--- src/design/sha256_pkg.sv ---
`default_nettype none
package sha256_pkg;

   typedef logic [31:0] word_type;

   typedef struct packed {
      logic [7:0] data_byte;
      logic       has_byte;
      logic       end_of_message;
   } req_type;

   typedef struct packed {
      logic [31:0] digest_word;
      logic [2:0]  word_index;
      logic        last_word;
   } rsp_type;

   // back end sequencer states
   typedef enum logic [2:0] {
      ST_IDLE,
      ST_ROUND,
      ST_FOLD,
      ST_PAD,
      ST_EMIT
   } state_type;

   localparam word_type INIT_H [8] = '{
      32'h6a09e667, 32'hbb67ae85, 32'h3c6ef372, 32'ha54ff53a,
      32'h510e527f, 32'h9b05688c, 32'h1f83d9ab, 32'h5be0cd19};

   localparam word_type ROUND_K [64] = '{
      32'h428a2f98, 32'h71374491, 32'hb5c0fbcf, 32'he9b5dba5, 32'h3956c25b, 32'h59f111f1,
      32'h923f82a4, 32'hab1c5ed5, 32'hd807aa98, 32'h12835b01, 32'h243185be, 32'h550c7dc3,
      32'h72be5d74, 32'h80deb1fe, 32'h9bdc06a7, 32'hc19bf174, 32'he49b69c1, 32'hefbe4786,
      32'h0fc19dc6, 32'h240ca1cc, 32'h2de92c6f, 32'h4a7484aa, 32'h5cb0a9dc, 32'h76f988da,
      32'h983e5152, 32'ha831c66d, 32'hb00327c8, 32'hbf597fc7, 32'hc6e00bf3, 32'hd5a79147,
      32'h06ca6351, 32'h14292967, 32'h27b70a85, 32'h2e1b2138, 32'h4d2c6dfc, 32'h53380d13,
      32'h650a7354, 32'h766a0abb, 32'h81c2c92e, 32'h92722c85, 32'ha2bfe8a1, 32'ha81a664b,
      32'hc24b8b70, 32'hc76c51a3, 32'hd192e819, 32'hd6990624, 32'hf40e3585, 32'h106aa070,
      32'h19a4c116, 32'h1e376c08, 32'h2748774c, 32'h34b0bcb5, 32'h391c0cb3, 32'h4ed8aa4a,
      32'h5b9cca4f, 32'h682e6ff3, 32'h748f82ee, 32'h78a5636f, 32'h84c87814, 32'h8cc70208,
      32'h90befffa, 32'ha4506ceb, 32'hbef9a3f7, 32'hc67178f2};

   localparam logic [7:0] PAD_BYTE = 8'h80;
   localparam int unsigned LEN_POS = 56;

   function automatic word_type rotr(input word_type x, input int unsigned n);
      rotr = (x >> n) | (x << (32 - n));
   endfunction

endpackage
`default_nettype wire

--- src/design/sha256_if.sv ---
`default_nettype none
interface sha256_req_if;
   logic                 valid;
   logic                 ready;
   sha256_pkg::req_type  payload;
   modport source (output valid, output payload, input ready);
   modport sink (input valid, input payload, output ready);
endinterface

interface sha256_rsp_if;
   logic                 valid;
   logic                 ready;
   sha256_pkg::rsp_type  payload;
   modport source (output valid, output payload, input ready);
   modport sink (input valid, input payload, output ready);
endinterface
`default_nettype wire

--- src/design/sha256_fifo.sv ---
`default_nettype none
// short request queue between the front end and the compression engine
module sha256_fifo #(
   parameter int unsigned DEPTH = 4
) (
   input  wire                 clock,
   input  wire                 reset,
   input  wire                 push,
   input  sha256_pkg::req_type push_data,
   output logic                full,
   input  wire                 pop,
   output sha256_pkg::req_type pop_data,
   output logic                empty
);
   localparam int unsigned AW = (DEPTH > 1) ? $clog2(DEPTH) : 1;

   sha256_pkg::req_type mem_ff [DEPTH];
   logic [AW-1:0] wr_ptr_ff, rd_ptr_ff;
   logic [AW:0]   count_ff;

   function automatic logic [AW-1:0] bump(input logic [AW-1:0] p);
      bump = (p == AW'(DEPTH - 1)) ? '0 : p + 1'b1;
   endfunction

   assign full     = (count_ff == (AW+1)'(DEPTH));
   assign empty    = (count_ff == '0);
   assign pop_data = mem_ff[rd_ptr_ff];

   always_ff @(posedge clock) begin
      if (push && !full) begin
         mem_ff[wr_ptr_ff] <= push_data;
      end
   end

   always_ff @(posedge clock) begin
      if (reset) begin
         wr_ptr_ff <= '0;
         rd_ptr_ff <= '0;
         count_ff  <= '0;
      end else begin
         if (push && !full) wr_ptr_ff <= bump(wr_ptr_ff);
         if (pop && !empty) rd_ptr_ff <= bump(rd_ptr_ff);
         count_ff <= count_ff + (AW+1)'(push && !full) - (AW+1)'(pop && !empty);
      end
   end
endmodule
`default_nettype wire

--- src/design/sha256_front.sv ---
`default_nettype none
// front end: takes requests, drops ones that carry neither byte nor end mark
module sha256_front (
   sha256_req_if.sink           req,
   output logic                 push,
   output sha256_pkg::req_type  push_data,
   input  wire                  full
);
   assign req.ready = !full;
   assign push      = req.valid && !full &&
                      (req.payload.has_byte || req.payload.end_of_message);
   assign push_data = req.payload;
endmodule
`default_nettype wire

--- src/design/sha256_core.sv ---
`default_nettype none
// back end: absorbs bytes, runs 64 rounds per block, pads, emits digest
module sha256_core (
   input  wire                  clock,
   input  wire                  reset,
   input  sha256_pkg::req_type  item,
   input  wire                  item_avail,
   output logic                 item_pop,
   sha256_rsp_if.source         rsp
);
   sha256_pkg::state_type state_ff, state_in;

   logic [5:0]  fill_ff, fill_in;
   logic [63:0] total_ff, total_in;
   sha256_pkg::word_type h_ff [8];
   sha256_pkg::word_type v_ff [8];
   sha256_pkg::word_type w_ff [16];
   logic [5:0]  round_ff, round_in;
   logic        final_ff, final_in;   // compression belongs to padding
   logic        padding_ff, padding_in; // 0x80 already placed
   logic        last_blk_ff, last_blk_in; // length block, emit afterwards
   logic [2:0]  widx_ff, widx_in;

   // control decoded combinationally
   logic start_blk, do_round, do_fold, absorb, pad_wr, h_reset;
   logic [7:0]  wr_byte;

   // message schedule word for this round
   sha256_pkg::word_type wt, s0, s1, w_new;
   always_comb begin
      s0 = sha256_pkg::rotr(w_ff[1], 7) ^ sha256_pkg::rotr(w_ff[1], 18) ^ (w_ff[1] >> 3);
      s1 = sha256_pkg::rotr(w_ff[14], 17) ^ sha256_pkg::rotr(w_ff[14], 19)
           ^ (w_ff[14] >> 10);
      w_new = w_ff[0] + s0 + w_ff[9] + s1;
      wt = w_ff[0];
   end

   sha256_pkg::word_type big0, big1, ch, maj, t1, t2;
   always_comb begin
      big1 = sha256_pkg::rotr(v_ff[4], 6) ^ sha256_pkg::rotr(v_ff[4], 11)
             ^ sha256_pkg::rotr(v_ff[4], 25);
      ch   = (v_ff[4] & v_ff[5]) ^ (~v_ff[4] & v_ff[6]);
      t1   = v_ff[7] + big1 + ch + sha256_pkg::ROUND_K[round_ff] + wt;
      big0 = sha256_pkg::rotr(v_ff[0], 2) ^ sha256_pkg::rotr(v_ff[0], 13)
             ^ sha256_pkg::rotr(v_ff[0], 22);
      maj  = (v_ff[0] & v_ff[1]) ^ (v_ff[0] & v_ff[2]) ^ (v_ff[1] & v_ff[2]);
      t2   = big0 + maj;
   end

   logic [63:0] bit_len;
   assign bit_len = {total_ff[60:0], 3'b000};

   always_comb begin
      state_in    = state_ff;
      fill_in     = fill_ff;
      total_in    = total_ff;
      round_in    = round_ff;
      final_in    = final_ff;
      padding_in  = padding_ff;
      last_blk_in = last_blk_ff;
      widx_in     = widx_ff;
      item_pop    = 1'b0;
      start_blk   = 1'b0;
      do_round    = 1'b0;
      do_fold     = 1'b0;
      absorb      = 1'b0;
      pad_wr      = 1'b0;
      h_reset     = 1'b0;
      wr_byte     = item.data_byte;
      unique case (state_ff)
         sha256_pkg::ST_IDLE: begin
            if (item_avail) begin
               if (item.has_byte && !final_ff) begin
                  // absorb byte; end mark handled on next visit
                  absorb   = 1'b1;
                  fill_in  = fill_ff + 6'd1;
                  total_in = total_ff + 64'd1;
                  final_in = item.end_of_message;
                  if (!item.end_of_message) item_pop = 1'b1;
                  if (fill_ff == 6'd63) begin
                     start_blk = 1'b1;
                     round_in  = '0;
                     state_in  = sha256_pkg::ST_ROUND;
                  end
               end else begin
                  final_in   = 1'b1;
                  padding_in = 1'b1;
                  state_in   = sha256_pkg::ST_PAD;
                  pad_wr     = 1'b1;
                  wr_byte    = sha256_pkg::PAD_BYTE;
                  fill_in    = fill_ff + 6'd1;
                  // 0x80 closes a full block
                  if (fill_ff == 6'd63) begin
                     start_blk = 1'b1;
                     round_in  = '0;
                     state_in  = sha256_pkg::ST_ROUND;
                  end
               end
            end
         end
         sha256_pkg::ST_PAD: begin
            pad_wr = 1'b1;
            if (fill_ff == '0 && !last_blk_ff && final_ff) begin
               // wrapped past a full padding block
               wr_byte = 8'h00;
            end
            if (fill_ff >= 6'(sha256_pkg::LEN_POS) && last_blk_ff) begin
               wr_byte = bit_len[6'(63 - 8 * (fill_ff - 6'(sha256_pkg::LEN_POS))) -: 8];
            end else begin
               wr_byte = 8'h00;
            end
            fill_in = fill_ff + 6'd1;
            if (fill_ff == 6'd63) begin
               start_blk = 1'b1;
               round_in  = '0;
               state_in  = sha256_pkg::ST_ROUND;
            end
         end
         sha256_pkg::ST_ROUND: begin
            do_round = 1'b1;
            round_in = round_ff + 6'd1;
            if (round_ff == 6'd63) state_in = sha256_pkg::ST_FOLD;
         end
         sha256_pkg::ST_FOLD: begin
            do_fold = 1'b1;
            if (!final_ff || !padding_ff) begin
               // more message bytes to absorb, or the last message byte filled the block: 0x80 still to place
               state_in = sha256_pkg::ST_IDLE;
            end else if (last_blk_ff) begin
               widx_in  = '0;
               state_in = sha256_pkg::ST_EMIT;
            end else begin
               state_in = sha256_pkg::ST_PAD;
            end
         end
         sha256_pkg::ST_EMIT: begin
            if (rsp.ready) begin
               widx_in = widx_ff + 3'd1;
               if (widx_ff == 3'd7) begin
                  item_pop    = 1'b1;
                  h_reset     = 1'b1;
                  fill_in     = '0;
                  total_in    = '0;
                  final_in    = 1'b0;
                  padding_in  = 1'b0;
                  last_blk_in = 1'b0;
                  state_in    = sha256_pkg::ST_IDLE;
               end
            end
         end
         default: state_in = sha256_pkg::ST_IDLE;
      endcase
      // padding target: this block carries the length if 0x80 fit before 56
      if (state_ff == sha256_pkg::ST_IDLE && item_avail && !(item.has_byte && !final_ff))
         last_blk_in = (fill_ff < 6'(sha256_pkg::LEN_POS));
      if (state_ff == sha256_pkg::ST_FOLD && final_ff && padding_ff && !last_blk_ff)
         last_blk_in = 1'b1;
   end

   assign rsp.valid               = (state_ff == sha256_pkg::ST_EMIT);
   assign rsp.payload.digest_word = h_ff[widx_ff];
   assign rsp.payload.word_index  = widx_ff;
   assign rsp.payload.last_word   = (widx_ff == 3'd7);

   always_ff @(posedge clock) begin
      if (reset) begin
         state_ff    <= sha256_pkg::ST_IDLE;
         fill_ff     <= '0;
         total_ff    <= '0;
         round_ff    <= '0;
         final_ff    <= 1'b0;
         padding_ff  <= 1'b0;
         last_blk_ff <= 1'b0;
         widx_ff     <= '0;
      end else begin
         state_ff    <= state_in;
         fill_ff     <= fill_in;
         total_ff    <= total_in;
         round_ff    <= round_in;
         final_ff    <= final_in;
         padding_ff  <= padding_in;
         last_blk_ff <= last_blk_in;
         widx_ff     <= widx_in;
      end
   end

   always_ff @(posedge clock) begin
      if (reset || h_reset) begin
         for (int i = 0; i < 8; i++) h_ff[i] <= sha256_pkg::INIT_H[i];
      end else if (do_fold) begin
         for (int i = 0; i < 8; i++) h_ff[i] <= h_ff[i] + v_ff[i];
      end
   end

   // block bytes shift into the schedule window, first byte ends up on top
   always_ff @(posedge clock) begin
      if (absorb || pad_wr) begin
         for (int i = 0; i < 15; i++) w_ff[i] <= {w_ff[i][23:0], w_ff[i+1][31:24]};
         w_ff[15] <= {w_ff[15][23:0], wr_byte};
      end else if (do_round) begin
         for (int i = 0; i < 15; i++) w_ff[i] <= w_ff[i+1];
         w_ff[15] <= w_new;
      end
   end

   always_ff @(posedge clock) begin
      if (start_blk) begin
         for (int i = 0; i < 8; i++) v_ff[i] <= h_ff[i];
      end else if (do_round) begin
         v_ff[7] <= v_ff[6];
         v_ff[6] <= v_ff[5];
         v_ff[5] <= v_ff[4];
         v_ff[4] <= v_ff[3] + t1;
         v_ff[3] <= v_ff[2];
         v_ff[2] <= v_ff[1];
         v_ff[1] <= v_ff[0];
         v_ff[0] <= t1 + t2;
      end
   end
endmodule
`default_nettype wire

--- src/design/sha256_message_digest_top.sv ---
`default_nettype none
// channel   direction  payload
// req_      in         data_byte[8], has_byte, end_of_message
// rsp_      out        digest_word[32], word_index[3], last_word
//
// A byte is absorbed into the schedule window; each full block runs 64 rounds
// plus a fold in the single round unit. End of message pads at one byte per
// cycle between compressions (up to two blocks), then emits eight words.
// Synchronous active-high reset. The request queue keeps taking requests, until
// it is full, while the core compresses or the digest waits on rsp_ready.
module sha256_message_digest_top #(
   parameter int unsigned QUEUE_DEPTH = 4
) (
   input  wire         clock,
   input  wire         reset,
   input  wire         req_valid,
   output logic        req_ready,
   input  wire [7:0]   req_data_byte,
   input  wire         req_has_byte,
   input  wire         req_end_of_message,
   output logic        rsp_valid,
   input  wire         rsp_ready,
   output logic [31:0] rsp_digest_word,
   output logic [2:0]  rsp_word_index,
   output logic        rsp_last_word
);
   sha256_req_if req_ch ();
   sha256_rsp_if rsp_ch ();

   logic                push, full, pop, empty;
   sha256_pkg::req_type push_data, pop_data;

   assign req_ch.valid                  = req_valid;
   assign req_ch.payload.data_byte      = req_data_byte;
   assign req_ch.payload.has_byte       = req_has_byte;
   assign req_ch.payload.end_of_message = req_end_of_message;
   assign req_ready                     = req_ch.ready;

   assign rsp_valid       = rsp_ch.valid;
   assign rsp_ch.ready    = rsp_ready;
   assign rsp_digest_word = rsp_ch.payload.digest_word;
   assign rsp_word_index  = rsp_ch.payload.word_index;
   assign rsp_last_word   = rsp_ch.payload.last_word;

   sha256_front u_front (
      .req(req_ch.sink), .push, .push_data, .full);

   sha256_fifo #(.DEPTH(QUEUE_DEPTH)) u_fifo (
      .clock, .reset, .push, .push_data, .full, .pop, .pop_data, .empty);

   sha256_core u_core (
      .clock, .reset, .item(pop_data), .item_avail(!empty), .item_pop(pop),
      .rsp(rsp_ch.source));
endmodule
`default_nettype wire

--- config.mk ---
export PLATFORM = sky130hd
export DESIGN_NAME = sha256_message_digest_top
export DESIGN_NICKNAME = d
export VERILOG_FILES = /design/src/design/sha256_pkg.sv /design/src/design/sha256_if.sv /design/src/design/sha256_fifo.sv /design/src/design/sha256_front.sv /design/src/design/sha256_core.sv /design/src/design/sha256_message_digest_top.sv
export SDC_FILE = /design/constraint.sdc
export NUM_CORES = 2
export LEC_CHECK = 0
export BUFFER_PORTS_ARGS = -buffer_cell sky130_fd_sc_hd__buf_2
export CAP_MARGIN = 20
export CORE_MARGIN = 5
export CORE_UTILIZATION = 46
export DETAILED_ROUTE_END_ITERATION = 10
export GPL_TIMING_DRIVEN = 0
export PLACE_DENSITY = 0.58
export SYNTH_ARGS = -nofsm -noshare
export SYNTH_HDL_FRONTEND = slang
export SYNTH_HIERARCHICAL = 1
export SYNTH_SLANG_ARGS = --single-unit
--- constraint.sdc ---
create_clock -name clock -period 25.3 [get_ports clock]
set_input_delay 0 -clock clock [delete_from_list [all_inputs] [get_ports clock]]
set_output_delay 0 -clock clock [all_outputs]
set_load 0.03 [all_outputs]
# [Word level (Yosys, flattened, before mapping)]
# Memory sizes are Yosys's and may differ from the RTL's. A register that Yosys moved wholly into a read port is not among the register bits.
# Index checks and enable logic that the tools add are counted.
[totals] mem_count=5 elab_cells=279 out_inout_bits=38 register_bits=92 rom_bits=2048 ram_bits=1064
[memory_table] memory="(name not given)" depth=64 width=32 rd=1 rd_clocked_by_memory_dff=0 write_ports=0 line_no="sha256_core.sv:43" rtl="t1 = v_ff[7] + big1 + ch + sha256_pkg::ROUND_K[round_ff] + wt;"
[memory_table] memory="u_core.w_ff" depth=16 width=32 rd=16 rd_clocked_by_memory_dff=0 write_ports=16 line_no="sha256_core.sv:17" rtl="sha256_pkg::word_type w_ff [16];"
[memory_table] memory="u_core.h_ff" depth=8 width=32 rd=9 rd_clocked_by_memory_dff=1 write_ports=8 line_no="sha256_core.sv:15" rtl="sha256_pkg::word_type h_ff [8];"
[memory_table] memory="u_core.v_ff" depth=8 width=32 rd=8 rd_clocked_by_memory_dff=0 write_ports=8 line_no="sha256_core.sv:16" rtl="sha256_pkg::word_type v_ff [8];"
[memory_table] memory="u_fifo.mem_ff" depth=4 width=10 rd=1 rd_clocked_by_memory_dff=1 write_ports=1 line_no="sha256_fifo.sv:17" rtl="sha256_pkg::req_type mem_ff [DEPTH];"
[op_classes] n_eq_ne=18 muxes=115 order_cmp=3 addsub=28 bitwise=60 reduce_logical=38 shifts=1
[ops] cell="32-bit two-way mux" count=34
[ops] cell="32-bit adder" count=18
[ops] cell="32-bit XOR" count=9
[ops] cell="64-bit two-way mux" count=4
[ops] cell="32-bit bitwise AND" count=5
[ops] cell="64-bit case mux with 2 select lines" count=1
[ops] cell="71-bit by 7-bit variable part select with 8-bit output" count=1
[ops] cell="64-bit by 1-bit adder with 64-bit output (second input constant)" count=1
[ops] cell="1-bit two-way mux" count=40
[ops] cell="3-bit two-way mux" count=13
[ops] cell="6-bit case mux with 3 select lines" count=2
[ops] cell="32-bit inverter" count=1
[ops] cell="1-bit bitwise OR" count=32
[ops] cell="10-bit by 32-bit bitwise OR with 32-bit output" count=1
[ops] cell="13-bit by 32-bit bitwise OR with 32-bit output" count=1
[ops] cell="14-bit by 32-bit bitwise OR with 32-bit output" count=1
[ops] cell="15-bit by 32-bit bitwise OR with 32-bit output" count=1
[ops] cell="19-bit by 32-bit bitwise OR with 32-bit output" count=1
[ops] cell="21-bit by 32-bit bitwise OR with 32-bit output" count=1
[ops] cell="25-bit by 32-bit bitwise OR with 32-bit output" count=1
[ops] cell="26-bit by 32-bit bitwise OR with 32-bit output" count=1
[ops] cell="30-bit by 32-bit bitwise OR with 32-bit output" count=1
[ops] cell="7-bit by 32-bit bitwise OR with 32-bit output" count=1
[ops] cell="32-bit by 22-bit XOR with 32-bit output" count=1
[ops] cell="36 further kinds" count=91

# [Depth between registers and ports, before layout]
# An unclocked memory read counts as a cell.
[depth] word_depth=10 mapped_depth=40

# [Cells and area by module]
# The synthesis kept the hierarchy.
[modules_own_cells] mod="sha256_core" seq_area_each_um2=32451.1 n_inst=1 area_each_um2=74899.3 cells_each=7953
[modules_own_cells] mod="sha256_fifo" seq_area_each_um2=1381.3 n_inst=1 area_each_um2=1923.1 cells_each=102
[modules_own_cells] mod="sha256_front" seq_area_each_um2=0.0 n_inst=1 area_each_um2=88.8 cells_each=12
[modules_own_cells] mod="sha256_message_digest_top" seq_area_each_um2=0.0 n_inst=1 area_each_um2=3.8 cells_each=1

# [Worst setup path after synthesis]
# No wires, ideal clock.
[synth_path] kind="reg2reg" from="register u_core.state_ff[2]" to="register u_core.round_ff[5]" slack_ns=5.427 n_path_buf=1 arrival_time_ns=19.803 required_time_ns=25.230 setup_ns=0.070 stages_incl_launch_ff=10 cell_sequence="dfxtp_1 buf_4 nor3_1 nand2_1 nand2_1 nand2_1 inv_1 nand3_1 or3_1 a21oi_1"
[synth_via] elab_chain_len=3 elab_cells_between_ends=7 classes_between="eq/ne (3); mux (1); reduce/logical (3)"
[synth_lines] item="start: declaration" line_no="sha256_core.sv:11" rtl="sha256_pkg::state_type state_ff, state_in;"
[synth_lines] item="start signal: assignment" line_no="sha256_core.sv:167" rtl="state_ff <= sha256_pkg::ST_IDLE;"
[synth_lines] item="start signal: assignment" line_no="sha256_core.sv:176" rtl="state_ff <= state_in;"
[synth_lines] item="3-bit by 2-bit == test with 1-bit output, or another cell as far along" line_no="sha256_core.sv:70" rtl="unique case (state_ff)"
[synth_lines] item="3-bit nonzero test (no line) / 2-bit != test (equally long branches)"
[synth_lines] item="2-bit AND reduction (no line)"
[synth_lines] item="end signal: assignment" line_no="sha256_core.sv:179" rtl="round_ff <= round_in;"
[synth_lines] item="end: declaration" line_no="sha256_core.sv:18" rtl="logic [5:0] round_ff, round_in;"
# Parallel ways exist; a longest one is shown, timed or not.
# A chain may end at the register's enable or synchronous reset.

==> results.json <==
{
  "outcome": "completed",
  "via_per_inst": 5.94,
  "synth_area_um2": 76900,
  "crit_top_cell": "fa_1",
  "hold_viol_final": 0,
  "drt_wl_total_mm": 286,
  "drtIter0Drc": 7163,
  "relSlewSlack_pct": 12.2,
  "vias": 63200,
  "postSynthCellCount": 8068,
  "drv_slew": 0,
  "cts_root_buffer": "clkbuf_16",
  "crit_path_max_fanout": 11,
  "yosysWarnings": 6,
  "clk_pin_slew_worst_paths_ns": 0.06,
  "grt_pass1_vias": 59800,
  "synth_ff_type": "edfxtp_1",
  "fin_util_pct": 51.2,
  "grt_pass1_wl_mm": 412,
  "yosysSeqAreaShare_pct": 44.0,
  "grtUsageTotal_pct": 32.0,
  "async_flop_share_pct": 0,
  "arrival_ns": 12.23,
  "final_nets": 8935,
  "finClkSkew_ns": 0.0573,
  "drc": 0,
  "drt-pass1-iter-count": 7,
  "synth.avg_cell_area_um2": 9.53,
  "cts_tree": "built",
  "antenna_found_initial": 9,
  "drive_above_1_share_pct": 6.11,
  "initial_core_util_pct": 46.2,
  "htreeDepth": 4,
  "dieHeight_um": 419,
  "grt_setup_unrepaired": "false",
  "io_buffers": 43,
  "synth_nets": 8682,
  "fin_cells": 10600,
  "cts_setup_buffers": 0,
  "max_freq_ghz": 0.0853,
  "synth_edf_count": 1064,
  "routabilityCongestion": 1.00,
  "hpwl_mm": 224,
  "numCtsBuffers": 138,
  "fillerInstances": 15600,
  "dp.cells": 10400,
  "cp-end-kind": "flip-flop",
  "wl_per_cell_um": 26.9,
  "worst_pin_slew_ns": 1.30,
  "overflow": 0,
  "slowest_stage": "clkbuf_1",
  "finalSetupViolCount": 0,
  "grt_max_degree": 111,
  "insertion_delay_ns": 0.82,
  "ys_ff_latch": 1158,
  "cts-resized-gates": 0,
  "fin_crit_ns": 11.73,
  "io_pins": 52,
  "core-area_um2": 167000,
  "cpPeakStageDelay_ns": 0.69,
  "num_rows": 150,
  "fin_crit_sh_pct": 46.4,
  "hp-class": "in -> reg",
  "ant_nets": 0,
  "area_delta_synth_final_pct": 11.0,
  "ctsLongestPathBuffers": 3,
  "clock_sinks": 1158,
  "crit_type": "reg -> reg",
  "dieArea_um2": 175000,
  "dieWidth_um": 419,
  "cp-start-kind": "flip-flop",
  "synthDistinctLibCells": 98,
  "cap_violations": 0,
  "cp.required_ns": 25.80
}
## synthesized netlist by cell type, types with 49 or more instances
cell      instances  area (um^2)
dfxtp_1          94         1880
xnor2_1         390         3420
a211oi_1         62          465
nor3_1           94          470
xor2_1          217         1900
a21oi_1         360         1800
clkbuf_1        390         1460
nand2b_1         72          450
ha_1            404         5050
nand3_1         109          546
edfxtp_1       1064        32000
a21o_1          168         1260
mux2_2           58          653
a31oi_1          53          332
fa_1            196         3920
nor2_1          386         1450
o21a_1           57          428
and3_1           49          307
nor2b_1          54          338
o21ai_0         356         1780
mux4_2           89         2000
nand2_1        2456         9220
or3_1            56          350
inv_1           271         1020
## flip-flops by register name, summed over array words and instances (netlist names), 2 cells and up, named ones only
signal	count
u_core/total_ff	61
u_core/w_ff	512
u_core/h_ff	256
u_core/fill_ff	6
u_fifo/wr_ptr_ff	2
u_core/state_ff	3
u_fifo/mem_ff	40
u_core/widx_ff	3
u_core/round_ff	6
u_core/v_ff	256
u_fifo/count_ff	3
u_fifo/rd_ptr_ff	2
## routing by layer
layer	track usage, %	wire length, um	vias to the layer above
li1	-	-	28500
met1	45.8	124000	31300
met2	48.7	125000	2841
met3	6.24	26100	511
met4	11.4	11100	0
met5	0	0	-
## layout by cell type, fill, tap and decap left out, types with 139 or more instances in the layout
cell type  synthesis  layout
nand2_1         2456    2454
inv_1            271     270
clkbuf_1         390     399
clkbuf_16          0     139
nor2_1           386     386
a21oi_1          360     359
o21ai_0          356     356
xnor2_1          390     390
fa_1             196     196
a21o_1           168     168
ha_1             404     404
edfxtp_1        1064    1064
xor2_1           217     217
## final timing paths
path	startpoint	to	slack, ns	cells past startpoint
min reg2reg	u_core/fill_ff[5]	u_core/fill_ff[5]	0.50	2
max	u_core/round_ff[1]	u_core/v_ff[0][29]	13.57	38
min	rsp_ready	u_core/state_ff[2]	0.1	5
max reg2reg	u_core/round_ff[1]	u_core/v_ff[0][29]	13.57	38
## worst max-delay path: cells and delay by family (launching register included)
| family | cells | cell delay, ns |
|---|---|---|
| compound gates | 11 | 2.87 |
| buf+inv | 6 | 2.15 |
| fa+ha+maj | 8 | 3.48 |
| simple gates | 11 | 1.82 |
| flops | 1 | 0.61 |
| xor+xnor | 2 | 0.52 |
## metrics by stage
stage / hold slack [ns] / setup TNS [ns] / setup WS, ns / instance area [um^2]
3_3_place_gp: 0.201 / -942.20 / -4.55 / 79900
4_1_cts: 0.0304 / 0 / 13.65 / 85300
5_1_grt: 0.104 / 0 / 13.03 / 85400
2_1_floorplan: 0.0691 / 0 / 5.43 / 76900
6_report: 0.0997 / 0 / 13.57 / 85400
3_5_place_dp: 0.207 / 0 / 13.67 / 80700
## logic make-up (layout without fill, tap and decap cells)
group	after synthesis	in the layout	synth area share [%]
buf+inv	715	1071	3.56
mux	168	168	3.73
flops	1158	1158	44.0
fa+ha+maj	622	622	12.0
other cells	0	6	0
compound gates	1378	1378	11.4
simple gates	3419	3419	18.4
xor+xnor	608	608	6.93
## cell type report
class                      instances  area [um^2]  area share [%]
clock inverter                    80          734           0.860
tap                             2204         2760            3.23
sequential                      1158        33800            39.6
multi-input combinational       6195        40400            47.3
inverter                         274         1040            1.21
clock buffer                     163         3640            4.26
antenna                            6         15.0          0.0176
timing repair buffer             113         1260            1.47
buffer                           441         1720            2.02
## repair_timing
| action | 4_1_cts | 5_1_grt |
|---|---|---|
| hold endpoints to repair | 69 | 0 |
| hold buffers | 23 | 0 |
| setup endpoints to repair | 0 | 0 |
Power is not shown: default switching activity piles up to over one toggle a cycle in this logic, so the estimate is an artifact.
